## src/sv/itpa_pkg.sv

```systemverilog
`default_nettype none
// ----------------------------------------------------------------------------
// itpa_pkg
// Shared constants, codes and control types of the padded ASCII formatter.
// ----------------------------------------------------------------------------
package itpa_pkg;

  // Widest field that can be produced; wider requests are clamped to it.
  localparam int MAX_WIDTH  = 32;
  // Entries of the digit buffer.
  localparam int TEXT_DEPTH = 12;

  // The pad_width field is 6 bits, so the usable field never exceeds 63.
  localparam int FIELD_MAX = (MAX_WIDTH < 63) ? MAX_WIDTH : 63;
  // Position counters hold any field length or text length.
  localparam int POS_W     = $clog2(FIELD_MAX + 1);
  localparam int IDX_W     = $clog2(TEXT_DEPTH);
  localparam int DIGIT_W   = 4;

  // Reciprocal of ten for the divide step: q = (mag * RECIP10) >> RECIP_SHIFT.
  localparam logic [31:0] RECIP10     = 32'hCCCC_CCCD;
  localparam int          RECIP_SHIFT = 35;

  localparam logic [7:0] CH_ZERO  = 8'h30;
  localparam logic [7:0] CH_SPACE = 8'h20;
  localparam logic [7:0] CH_MINUS = 8'h2D;
  localparam logic [7:0] CH_ALPHA = 8'h37;  // 'A' minus ten

  typedef enum logic [1:0] {
    OP_CHAR = 2'd0,
    OP_DEC  = 2'd1,
    OP_HEX  = 2'd2,
    OP_OCT  = 2'd3
  } opcode_t;

  // Commands from the controller to the datapath.
  typedef struct packed {
    logic load;   // capture the input item
    logic conv;   // produce one digit
    logic size;   // work out pad and field length
    logic emit;   // load one character into the output register
  } itpa_cmd_t;

  // Status from the datapath to the controller.
  typedef struct packed {
    logic in_is_char;  // offered item is a character conversion
    logic conv_last;   // the current digit is the most significant one
    logic empty;       // the field has no characters at all
    logic out_free;    // the output register can take a character
    logic emit_last;   // the current character ends the field
  } itpa_status_t;

  // Upper-case ASCII of one hex digit.
  function automatic logic [7:0] digit_char(input logic [DIGIT_W-1:0] d);
    logic [7:0] d8;
    d8 = {4'd0, d};
    return (d < 4'd10) ? (CH_ZERO + d8) : (CH_ALPHA + d8);
  endfunction

endpackage
`default_nettype wire

```

## src/sv/itpa_ctrl.sv

```systemverilog
`default_nettype none
// ----------------------------------------------------------------------------
// itpa_ctrl
// Sequencer: accept an item, convert its digits, size the field, emit it.
// ----------------------------------------------------------------------------
module itpa_ctrl
  import itpa_pkg::*;
(
  input  wire logic         clk,
  input  wire logic         rst_n,
  input  wire logic         in_valid,
  output logic              in_ready,
  input  wire itpa_status_t status,
  output itpa_cmd_t         cmd
);

  typedef enum logic [3:0] {
    S_IDLE = 4'b0001,
    S_CONV = 4'b0010,
    S_SIZE = 4'b0100,
    S_EMIT = 4'b1000
  } state_t;

  state_t state_r, state_nxt;

  assign in_ready = (state_r == S_IDLE);

  // Next state and commands.
  always_comb begin
    state_nxt = state_r;
    cmd       = '0;
    case (state_r)
      S_IDLE: begin
        if (in_valid) begin
          cmd.load  = 1'b1;
          state_nxt = status.in_is_char ? S_SIZE : S_CONV;
        end
      end
      S_CONV: begin
        cmd.conv = 1'b1;
        if (status.conv_last) begin
          state_nxt = S_SIZE;
        end
      end
      S_SIZE: begin
        cmd.size  = 1'b1;
        state_nxt = status.empty ? S_IDLE : S_EMIT;
      end
      S_EMIT: begin
        cmd.emit = status.out_free;
        if (status.out_free && status.emit_last) begin
          state_nxt = S_IDLE;
        end
      end
      default: begin
        state_nxt = S_IDLE;
      end
    endcase
  end

  // State register.
  always_ff @(posedge clk) begin
    if (!rst_n) begin
      state_r <= S_IDLE;
    end else begin
      state_r <= state_nxt;
    end
  end

endmodule
`default_nettype wire

```

## config.mk

```make
export PLATFORM = sky130hd
export DESIGN_NAME = itpa_ctrl
export DESIGN_NICKNAME = d
export VERILOG_FILES = /design/src/sv/itpa_pkg.sv /design/src/sv/itpa_ctrl.sv
export SDC_FILE = /design/constraint.sdc
export NUM_CORES = 1
export LEC_CHECK = 0
export ABC_CLOCK_PERIOD_IN_PS = 1200
export BUFFER_PORTS_ARGS = -buffer_cell sky130_fd_sc_hd__buf_2
export CAP_MARGIN = 5
export CORE_AREA = 2 2 39 41
export CTS_BUF_LIST = sky130_fd_sc_hd__clkbuf_2 sky130_fd_sc_hd__clkbuf_4 sky130_fd_sc_hd__clkbuf_8
export DETAILED_ROUTE_END_ITERATION = 8
export DIE_AREA = 0 0 41 43
export GPL_TIMING_DRIVEN = 1
export PLACE_DENSITY = 0.45
export SYNTH_ARGS = -nofsm -noshare
export SYNTH_HDL_FRONTEND = slang
export SYNTH_SLANG_ARGS = --single-unit
```

## constraint.sdc

```tcl
create_clock -name clk -period 1.2 [get_ports clk]
set_input_delay 0.3 -clock clk [delete_from_list [all_inputs] [get_ports clk]]
set_output_delay 0.3 -clock clk [all_outputs]
set_load 0.005 [all_outputs]
```

Word-level counts from Yosys, hierarchy flattened
Cells that the tools add are included.
Operators by class
  eq/ne operators: 7
  multiplexer cells: 11
  reduce and logical (&&, ||, !) cells: 2
Operator list (count)
  4-bit two-way mux: 4
  4-bit case mux with 4 select lines: 1
  2-bit inequality test, second input constant: 3
  1-bit two-way mux: 5
  4-bit by 1-bit equality test with 1-bit output, second input constant: 1
  4-bit by 2-bit equality test with 1-bit output, second input constant: 1
  4-bit by 3-bit equality test with 1-bit output, second input constant: 1
  4-bit equality test, second input constant: 1
  3-bit two-way mux: 1
  3-bit AND reduction: 1
  1-bit logical AND: 1
Word-level totals
  register bits: 4
  input port bits: 8
  word-level logic and storage cells: 21

Longest topological paths before layout
Gate-level depths: netlist of the first run.
  depth after elaboration: 3
  gate-level depth with buffers: 3

Least setup slack after synthesis of the first run
No wires, ideal clock.
  path type: register -> output
  start point: register state_r[3]
  end point: output cmd[0] (netlist bit)
  arrival: 0.992 ns
  data required time: 0.900 ns
  setup slack: -0.092 ns
  stages on the path, launching flop included: 3
  buffers on the path: 0
  path through: dfxtp_1 -> nor4b_2 -> and2_1
RTL lines
  start, declared: line itpa_ctrl.sv:24  | state_t state_r, state_nxt;
  start signal, assigned: line itpa_ctrl.sv:66  | state_r <= state_nxt;
  end, declared: line itpa_ctrl.sv:14  | output itpa_cmd_t cmd

==> impl_metrics.yaml, run 1 <==
power_and_ir_drop:
  clkPwrFrac_pct: 30.2
  switching_share_pct: 28.47
  leakage_nw: 0.2520
  ir_worst_vdd_mv: 0.4047
  p_per_area_mw_per_mm2: 1009
  intPower_w: 0.0003965
  switchingPower_w: 0.0001578
  seq_power_share_pct: 30.8
  p_comb_share_pct: 39.1
global_routing:
  grt_use_total_pct: 11.72
  grt_pass1_vias: 309
  grt_pass1_wl_mm: 1.311
  grt_max_degree: 6
  antenna_found_initial: 0
  grt_overflow: 0
setup_path:
  crit_family: "simple AND/OR/NAND/NOR gates"
  path_buf_inv: 1
  crit_type: "flip-flop to output pin"
  critPathSlowestCell: "dfxtp_4"
  required_ns: 0.90
  crit_fanout: 4
  arrival_ns: 1.18
  path_cells: "nor4b_4 -> and2_4 -> buf_6"
  cp-start-kind: "flip-flop"
  cp-end-kind: "output pin"
  slowest_delay_ns: 0.36
cells_and_area:
  stdcell_area_um2: 549.3
  largest_reg_flops: 4
  final_common_cell: "buf_2"
  final_cells: 69
  largestRegisters: "state_r x4"
  fillers: 153
  diodes: 0
  layout-drive-gt1-share_pct: 73.58
  area_growth_pct: 89.22
  regMostFlops: "state_r"
  final_cell_mix: "buf_2, buf_4, inv_1"
  fin_nets: 63
cts:
  cts.htree.levels: 1
  cts_sinks: 4
  cts_root_buf: "clkbuf_4"
  numCtsBuffers: 3
  worstSkewPairLatency_ns: 0.24
  path_clk_slew_ns: 0.04
  cts_tree: "yes"
  ctsHoldBuffers: 0
  cts_buffer_depth: 2
timing:
  fin_hold_ws_ns: 0.2959
  finClkSkew_ns: 0.006722
  fin_crit_sh_pct: 123.0
  setup_ws_ns: -0.2760
  max_freq_mhz: 677.5
  fin_crit_ns: 1.476
  slew_headroom_pct: 83.65
  tightest_slew_ns: 0.2442
  finalSetupViolations: 6
  drv_slew: 0
  hold_violations: 0
  rsz0062_at_grt: "yes"
floorplanning:
  initial_core_util_pct: 20.98
  die_w_um: 41
  row_count: 14
  pin_count: 13
  die-area_mm2: 0.001763
  coreArea_mm2: 0.001384
  die_h_um: 43
logic_synthesis:
  syn-instance-count: 27
  avgSynthCellArea_um2: 10.75
  synth.distinct_cells: 16
  ys_warn_count: 0
  ys_ff_latch: 4
  synth_seq_area_share_pct: 27.59
  syn_nets: 35
  syn_area_um2: 290.3
placed_design:
  pre_cts_ws_ns: -0.1015
  placed_cells: 61
  io_buffer_count: 12
  postPlaceCellArea_um2: 440.4
  dpl.hpwl_um: 607.9
  gp_congestion: 0.7139
status:
  violations: "negative setup slack"
  outcome: "complete, but fails checks"
drt:
  first_iter_violations: 1
  ant_nets: 0
  vias_per_cell: 4.348
  drc_errors: 0
  routed_wl_um: 808
  avgRoutedWirePerCell_um: 11.71
  vias: 300
  dr.pass1.iters: 2
min_path:
  min_path_type: "input port to flip-flop"
flow_run:
  drv_cap: 0
## cells in the mapped netlist
| cell type | number | share of area, % |
|---|---|---|
| a21o_2 | 1 | 3.0 |
| dfxtp_1 | 4 | 28 |
| a211oi_2 | 1 | 4.3 |
| a22o_1 | 1 | 3.0 |
| o21bai_1 | 1 | 2.6 |
| a2111oi_2 | 1 | 5.2 |
| nand3b_1 | 2 | 5.2 |
| xnor2_1 | 1 | 3.0 |
| nand2_1 | 1 | 1.3 |
| nor4b_4 | 2 | 16 |
| and2_1 | 2 | 4.3 |
| nor3_1 | 1 | 1.7 |
| and2_2 | 1 | 2.6 |
| nor4b_2 | 2 | 10 |
| inv_1 | 5 | 6.5 |
| a32oi_1 | 1 | 3.0 |
## timing repair
| item | in CTS | in global routing |
|---|---|---|
| buffers inserted | 4 | 3 |
| setup endpoints to repair | 9 | 9 |
| gates resized for setup | 9 | 2 |
| pin swaps | 7 | 8 |
| gates cloned | 0 | 0 |
## final cells by class
type	count	area [um^2]	area share [%]
flip-flops and latches	4	95.09	17.31
clock buffers	3	22.52	4.100
inverters	5	18.77	3.417
multi-input cells	18	227.7	41.46
well taps	16	20.02	3.645
repair buffers	23	165.2	30.07
## worst paths after layout
kind,start,to,slack (ns),cells past startpoint
setup / recovery,state_r[1],cmd[3],-0.28,3
hold / removal,rst_n,state_r[3],0.30,2
setup reg to reg,state_r[1],state_r[2],-0.02,4
hold reg to reg,state_r[3],state_r[2],0.59,2
## per-stage QoR
stage / util, % / total power (W) / setup TNS [ns]
after detailed placement: 31.83 / 0.0003482 / -0.4783
after global placement: 31.83 / 0.0003452 / -0.3400
after global routing: 39.69 / 0.0005990 / -1.694
final: 39.69 / 0.0005543 / -1.129
after floorplan: - / 0.0002554 / -0.006984
after CTS: 37.61 / 0.0005548 / -1.247
## power groups by stage
stage / clock network [W] / logic (W) / registers [W]
finish: 0.000167 / 0.000216 / 0.000171
global route: 0.000192 / 0.000234 / 0.000173
CTS: 0.000173 / 0.000208 / 0.000174
detailed placement: 0 / 0.000169 / 0.000179
global placement: 0 / 0.000166 / 0.000179
floorplan: 0 / 0.0000751 / 0.000180
## layer usage
layer / share of wire [%] / track usage [%]
met5: 0 / 0
met4: 0 / 10.00
met3: 7.5 / 2.094
met2: 57 / 18.44
met1: 36 / 12.46
## cells by family (layout without fill, tap and decap cells)
group,count (synthesis),after routing,share of synthesized area [%]
xor gates and xnor gates,1,1,3.018
and+or+nand+nor,11,11,41.81
AOI/OAI and AO/OA,6,6,21.12
DFF,4,4,27.59
buffers and inverters,5,31,6.466
Note: power is estimated with default switching activity, not from simulation.
==> run 2: changes to the inputs <==
--- a/config.mk
+++ b/config.mk
@@ -13,7 +13,6 @@
 export DETAILED_ROUTE_END_ITERATION = 8
 export DIE_AREA = 0 0 41 43
 export GPL_TIMING_DRIVEN = 1
-export PLACE_DENSITY = 0.45
 export SYNTH_ARGS = -nofsm -noshare
 export SYNTH_HDL_FRONTEND = slang
 export SYNTH_SLANG_ARGS = --single-unit
==> run 2 against run 1 <==
The run still ends with negative setup slack left. Highest routed layer unchanged. Largest cell class unchanged. Flip-flop and latch count stayed put. Critical path depth stayed put. Worst hold slack worse by 0.012 ns. Cell count is 2.9% lower. Power is 7.3% lower. Sequential power hardly changed. Register-to-register slack better by 0.02 ns. Sequential share of layout area is 1.2 points higher.
==> impl_metrics.yaml, run 2 (same netlist as run 1, synthesis figures left out) <==
floorplanning:
  row_count: 14
  coreArea_mm2: 0.001384
  pin_count: 13
  die_w_um: 41
  die_h_um: 43
  initial_core_util_pct: 20.98
  die-area_mm2: 0.001763
setup_path:
  rr_startpoint: "state_r[1]"
  reg2regPathDepth: 4
  arrival_ns: 1.18
  cp-start-kind: "flip-flop"
  crit_fanout: 4
  r2r_slack_ns: 0
  cp-end-kind: "output pin"
  required_ns: 0.90
  crit_type: "flip-flop to output pin"
  r2r_end: "state_r[1]"
drt:
  first_iter_violations: 0
  routed_wl_um: 635
  vias_per_cell: 4.328
  ant_nets: 0
  drc_errors: 0
  dr.pass1.iters: 1
  vias: 290
  avgRoutedWirePerCell_um: 9.478
global_routing:
  antenna_found_initial: 0
  grt_pass1_wl_mm: 1.110
  grt_use_total_pct: 9.438
  grt_overflow: 0
  grt_pass1_vias: 296
  grt_max_degree: 6
timing:
  hold_violations: 0
  fin_crit_sh_pct: 123.2
  max_freq_mhz: 676.2
  fin_crit_ns: 1.479
  finalSetupViolations: 5
  setup_ws_ns: -0.2789
  slew_headroom_pct: 82.73
  drv_slew: 0
  rsz0062_at_grt: "yes"
  tightest_slew_ns: 0.2579
  finClkSkew_ns: 0.001132
status:
  outcome: "complete, but fails checks"
  violations: "negative setup slack"
cells_and_area:
  fin_nets: 61
  largest_reg_flops: 4
  layout-drive-gt1-share_pct: 72.55
  final_common_cell: "buf_2"
  area_growth_pct: 72.41
  fillers: 143
  largestRegisters: "state_r x4"
  final_cell_mix: "buf_2, buf_4, inv_1"
  diodes: 0
  regMostFlops: "state_r"
power_and_ir_drop:
  p_per_area_mw_per_mm2: 1026
  intPower_w: 0.0003737
  total_power_w: 0.0005136
  seq_power_share_pct: 33.2
  clkPwrFrac_pct: 31.4
  switchingPower_w: 0.0001399
  leakage_nw: 0.2332
  switching_share_pct: 27.25
  ir_worst_vdd_mv: 0.3887
  p_comb_share_pct: 35.5
cts:
  ctsHoldBuffers: 0
  cts_root_buf: "clkbuf_4"
  path_clk_slew_ns: 0.04
  cts_tree: "yes"
  cts_sinks: 4
  cts_buffer_depth: 2
  numCtsBuffers: 3
  worstSkewPairLatency_ns: 0.23
  cts.htree.levels: 1
placed_design:
  pre_cts_ws_ns: -0.07225
  dpl.hpwl_um: 549
  io_buffer_count: 12
  gp_congestion: 0.6162
flow_run:
  drv_cap: 0
min_path:
  hold_depth: 2
  min_to: "state_r[3]"
  min_path_type: "input port to flip-flop"
  holdCritStartpoint: "rst_n"
## run 2: cell types whose count changed in the layout (fill, tap and decap cells not counted)
cell       before  now
buf_12          1    0
a2111oi_4       1    0
a21o_4          1    0
a2111oi_2       0    1
dfxtp_4         4    3
dfxtp_2         0    1
buf_4           9    8
a21o_2          0    1
## run 2: worst max-delay path by stage
stage	cells past startpoint	slack (ns)	start	endpoint
4_1_cts	3	-0.30	state_r[2]	cmd[3]
3_3_place_gp	3	-0.06	state_r[2]	cmd[2]
6_report	3	-0.28	state_r[1]	cmd[3]
2_1_floorplan	3	-0.007	state_r[2]	state_r[0]
5_1_grt	3	-0.33	state_r[3]	cmd[3]
3_5_place_dp	3	-0.07	state_r[2]	cmd[2]
## run 2: power groups by stage
stage               Sequential [W]  Combinational (W)  Clock [W]
floorplan                 0.000180          0.0000751          0
global placement          0.000176           0.000155          0
detailed placement        0.000178           0.000157          0
CTS                       0.000171           0.000180   0.000174
global route              0.000172           0.000200   0.000189
finish                    0.000170           0.000182   0.000161
## run 2: layout make-up
cell class,instances,area [um^2],area share (%)
multi-input cells,18,209.0,41.75
repair buffers,21,137.6,27.50
flip-flops and latches,4,92.59,18.50
clock buffers,3,22.52,4.500
well taps,16,20.02,4.000
inverters,5,18.77,3.750
## run 2: critical path: stages, from the launching register on
cell     delay [ns]
dfxtp_4        0.36
nor4b_4        0.32
and2_4         0.19
buf_6          0.08
## run 2: timing repair
action,in CTS,in global routing
gates cloned,0,0
buffers inserted,1,1
pin swaps,4,5
resized for setup,7,1
endpoints found under the setup margin,9,7
## run 2: through the flow
step	TNS [ns]	hold WS [ns]	cell area, um^2	cells	utilization (%)
4_1_cts	-1.207	0.2735	489.2	66	35.35
6_report	-1.066	0.2839	500.5	67	36.17
3_3_place_gp	-0.2252	0.5186	435.4	62	31.46
2_1_floorplan	-0.006984	0.4216	302.8	27	-
3_5_place_dp	-0.3280	0.5202	435.4	62	31.46
5_1_grt	-1.498	0.2898	500.5	67	36.17
## run 2: per-layer routing
layer	vias to the layer above	track usage (%)	wire length (um)
met4	0	8.000	0
met3	0	1.571	46
met2	13	13.44	302
met1	128	11.58	287
met5	-	0	0
li1	149	-	-
==> run 3: changes to the inputs <==
--- a/config.mk
+++ b/config.mk
@@ -13,6 +13,7 @@
 export DETAILED_ROUTE_END_ITERATION = 8
 export DIE_AREA = 0 0 41 43
 export GPL_TIMING_DRIVEN = 1
+export SKIP_LAST_GASP = 1
 export SYNTH_ARGS = -nofsm -noshare
 export SYNTH_HDL_FRONTEND = slang
 export SYNTH_SLANG_ARGS = --single-unit
==> run 3 against run 2 <==
The flow still finishes with violations (negative setup slack). Power up 0.78%. Critical path depth unchanged. Wire length up 0.94%. First-iteration DRC count unchanged. Critical path type unchanged. Cell count unchanged. Flip-flop and latch count unchanged. Cell area up 0.50%. Largest power group unchanged.
==> impl_metrics.yaml, run 3 (same netlist as run 1, synthesis figures left out) <==
status:
  outcome: "complete, but fails checks"
  violations: "negative setup slack"
timing:
  slew_headroom_pct: 82.73
  max_freq_mhz: 676.0
  finalSetupViolations: 5
  fin_crit_ns: 1.479
  finClkSkew_ns: 0.001060
  tightest_slew_ns: 0.2579
  fin_hold_ws_ns: 0.2839
  fin_crit_sh_pct: 123.3
  setup_ws_ns: -0.2793
  hold_violations: 0
  rsz0062_at_grt: "yes"
  drv_slew: 0
drt:
  routed_wl_um: 641
  drc_errors: 0
  dr.pass1.iters: 1
  vias_per_cell: 4.299
  vias: 288
  avgRoutedWirePerCell_um: 9.567
  first_iter_violations: 0
  ant_nets: 0
setup_path:
  reg2regPathDepth: 4
  cp-end-kind: "output pin"
  arrival_ns: 1.18
  r2r_end: "state_r[1]"
  required_ns: 0.90
  crit_type: "flip-flop to output pin"
  crit_fanout: 4
  cp-start-kind: "flip-flop"
  r2r_slack_ns: 0
  rr_startpoint: "state_r[1]"
placed_design:
  dpl.hpwl_um: 549
  postPlaceCellArea_um2: 435.4
  gp_congestion: 0.6162
  io_buffer_count: 12
global_routing:
  grt_pass1_wl_mm: 1.110
  grt_overflow: 0
  antenna_found_initial: 0
  grt_pass1_vias: 296
  grt_use_total_pct: 9.438
  grt_max_degree: 6
cts:
  cts_tree: "yes"
  worstSkewPairLatency_ns: 0.23
  cts_root_buf: "clkbuf_4"
  cts_buffer_depth: 2
  cts_sinks: 4
  numCtsBuffers: 3
  cts.htree.levels: 1
  path_clk_slew_ns: 0.04
  ctsHoldBuffers: 0
min_path:
  holdCritStartpoint: "rst_n"
  min_path_type: "input port to flip-flop"
  hold_depth: 2
  min_to: "state_r[3]"
power_and_ir_drop:
  leakage_nw: 0.2343
  intPower_w: 0.0003770
  seq_power_share_pct: 33.2
  clkPwrFrac_pct: 31.1
  p_comb_share_pct: 35.7
  switching_share_pct: 27.16
  ir_worst_vdd_mv: 0.3874
  p_per_area_mw_per_mm2: 1029
  switchingPower_w: 0.0001406
floorplanning:
  die_h_um: 43
  initial_core_util_pct: 20.98
  die-area_mm2: 0.001763
  die_w_um: 41
  pin_count: 13
  row_count: 14
  coreArea_mm2: 0.001384
cells_and_area:
  fin_nets: 61
  layout-drive-gt1-share_pct: 72.55
  diodes: 0
  final_common_cell: "buf_2"
  area_growth_pct: 73.28
  final_cell_mix: "buf_2, buf_4, inv_1"
  largestRegisters: "state_r x4"
  stdcell_area_um2: 503.0
  largest_reg_flops: 4
  regMostFlops: "state_r"
flow_run:
  drv_cap: 0
==> run 3: metrics by stage <==
stage | setup slack (ns) | TNS, ns | cells | power [W] | utilization (%)
3_5_place_dp | -0.07225 | -0.3280 | 62 | 0.0003346 | 31.46
2_1_floorplan | -0.006984 | -0.006984 | 27 | 0.0002554 | -
3_3_place_gp | -0.06257 | -0.2252 | 62 | 0.0003316 | 31.46
5_1_grt | -0.3265 | -1.499 | 67 | 0.0005656 | 36.35
6_report | -0.2793 | -1.059 | 67 | 0.0005176 | 36.35
4_1_cts | -0.2982 | -1.207 | 66 | 0.0005255 | 35.35
==> run 3: power by group through the flow <==
stage / Combinational [W] / Clock (W) / Sequential, W
detailed placement: 0.000157 / 0 / 0.000178
finish: 0.000185 / 0.000161 / 0.000172
global placement: 0.000155 / 0 / 0.000176
floorplan: 0.0000751 / 0 / 0.000180
global route: 0.000203 / 0.000189 / 0.000174
CTS: 0.000180 / 0.000174 / 0.000171
==> run 3: timing repair <==
action	in CTS	in global routing
hold endpoints to repair	0	0
endpoints found under the setup margin	9	7
setup buffers	1	1
pin swaps	3	4
gates resized for setup	7	2
==> run 3: how the worst max path moves through the flow <==
| stage | slack, ns | startpoint | cells after the start | endpoint |
|---|---|---|---|---|
| finish | -0.28 | state_r[1] | 3 | cmd[3] |
| global route | -0.33 | state_r[3] | 3 | cmd[3] |
| detailed placement | -0.07 | state_r[2] | 3 | cmd[2] |
| floorplan | -0.007 | state_r[2] | 3 | state_r[0] |
| global placement | -0.06 | state_r[2] | 3 | cmd[2] |
| CTS | -0.30 | state_r[2] | 3 | cmd[3] |
==> run 3: layer usage <==
metal | up-vias | part of all wire, % | wire length [um] | GRT usage [%]
li1 | 148 | - | - | -
met1 | 127 | 46 | 292 | 11.58
met2 | 13 | 47 | 302 | 13.44
met3 | 0 | 7.2 | 46 | 1.571
met4 | 0 | 0 | 0 | 8.000
met5 | - | 0 | 0 | 0
==> run 3: worst max-delay path, stage by stage (launching register included) <==
cell,delay (ns)
dfxtp_4,0.36
nor4b_4,0.32
and2_4,0.19
buf_6,0.08
==> run 3: layout make-up <==
| cell class | instances | area (um^2) |
|---|---|---|
| multi-input cells | 18 | 209.0 |
| inverters | 5 | 18.77 |
| fillers | 145 | 880.8 |
| flip-flops and latches | 4 | 95.09 |
| well taps | 16 | 20.02 |
| repair buffers | 21 | 137.6 |
| clock buffers | 3 | 22.52 |
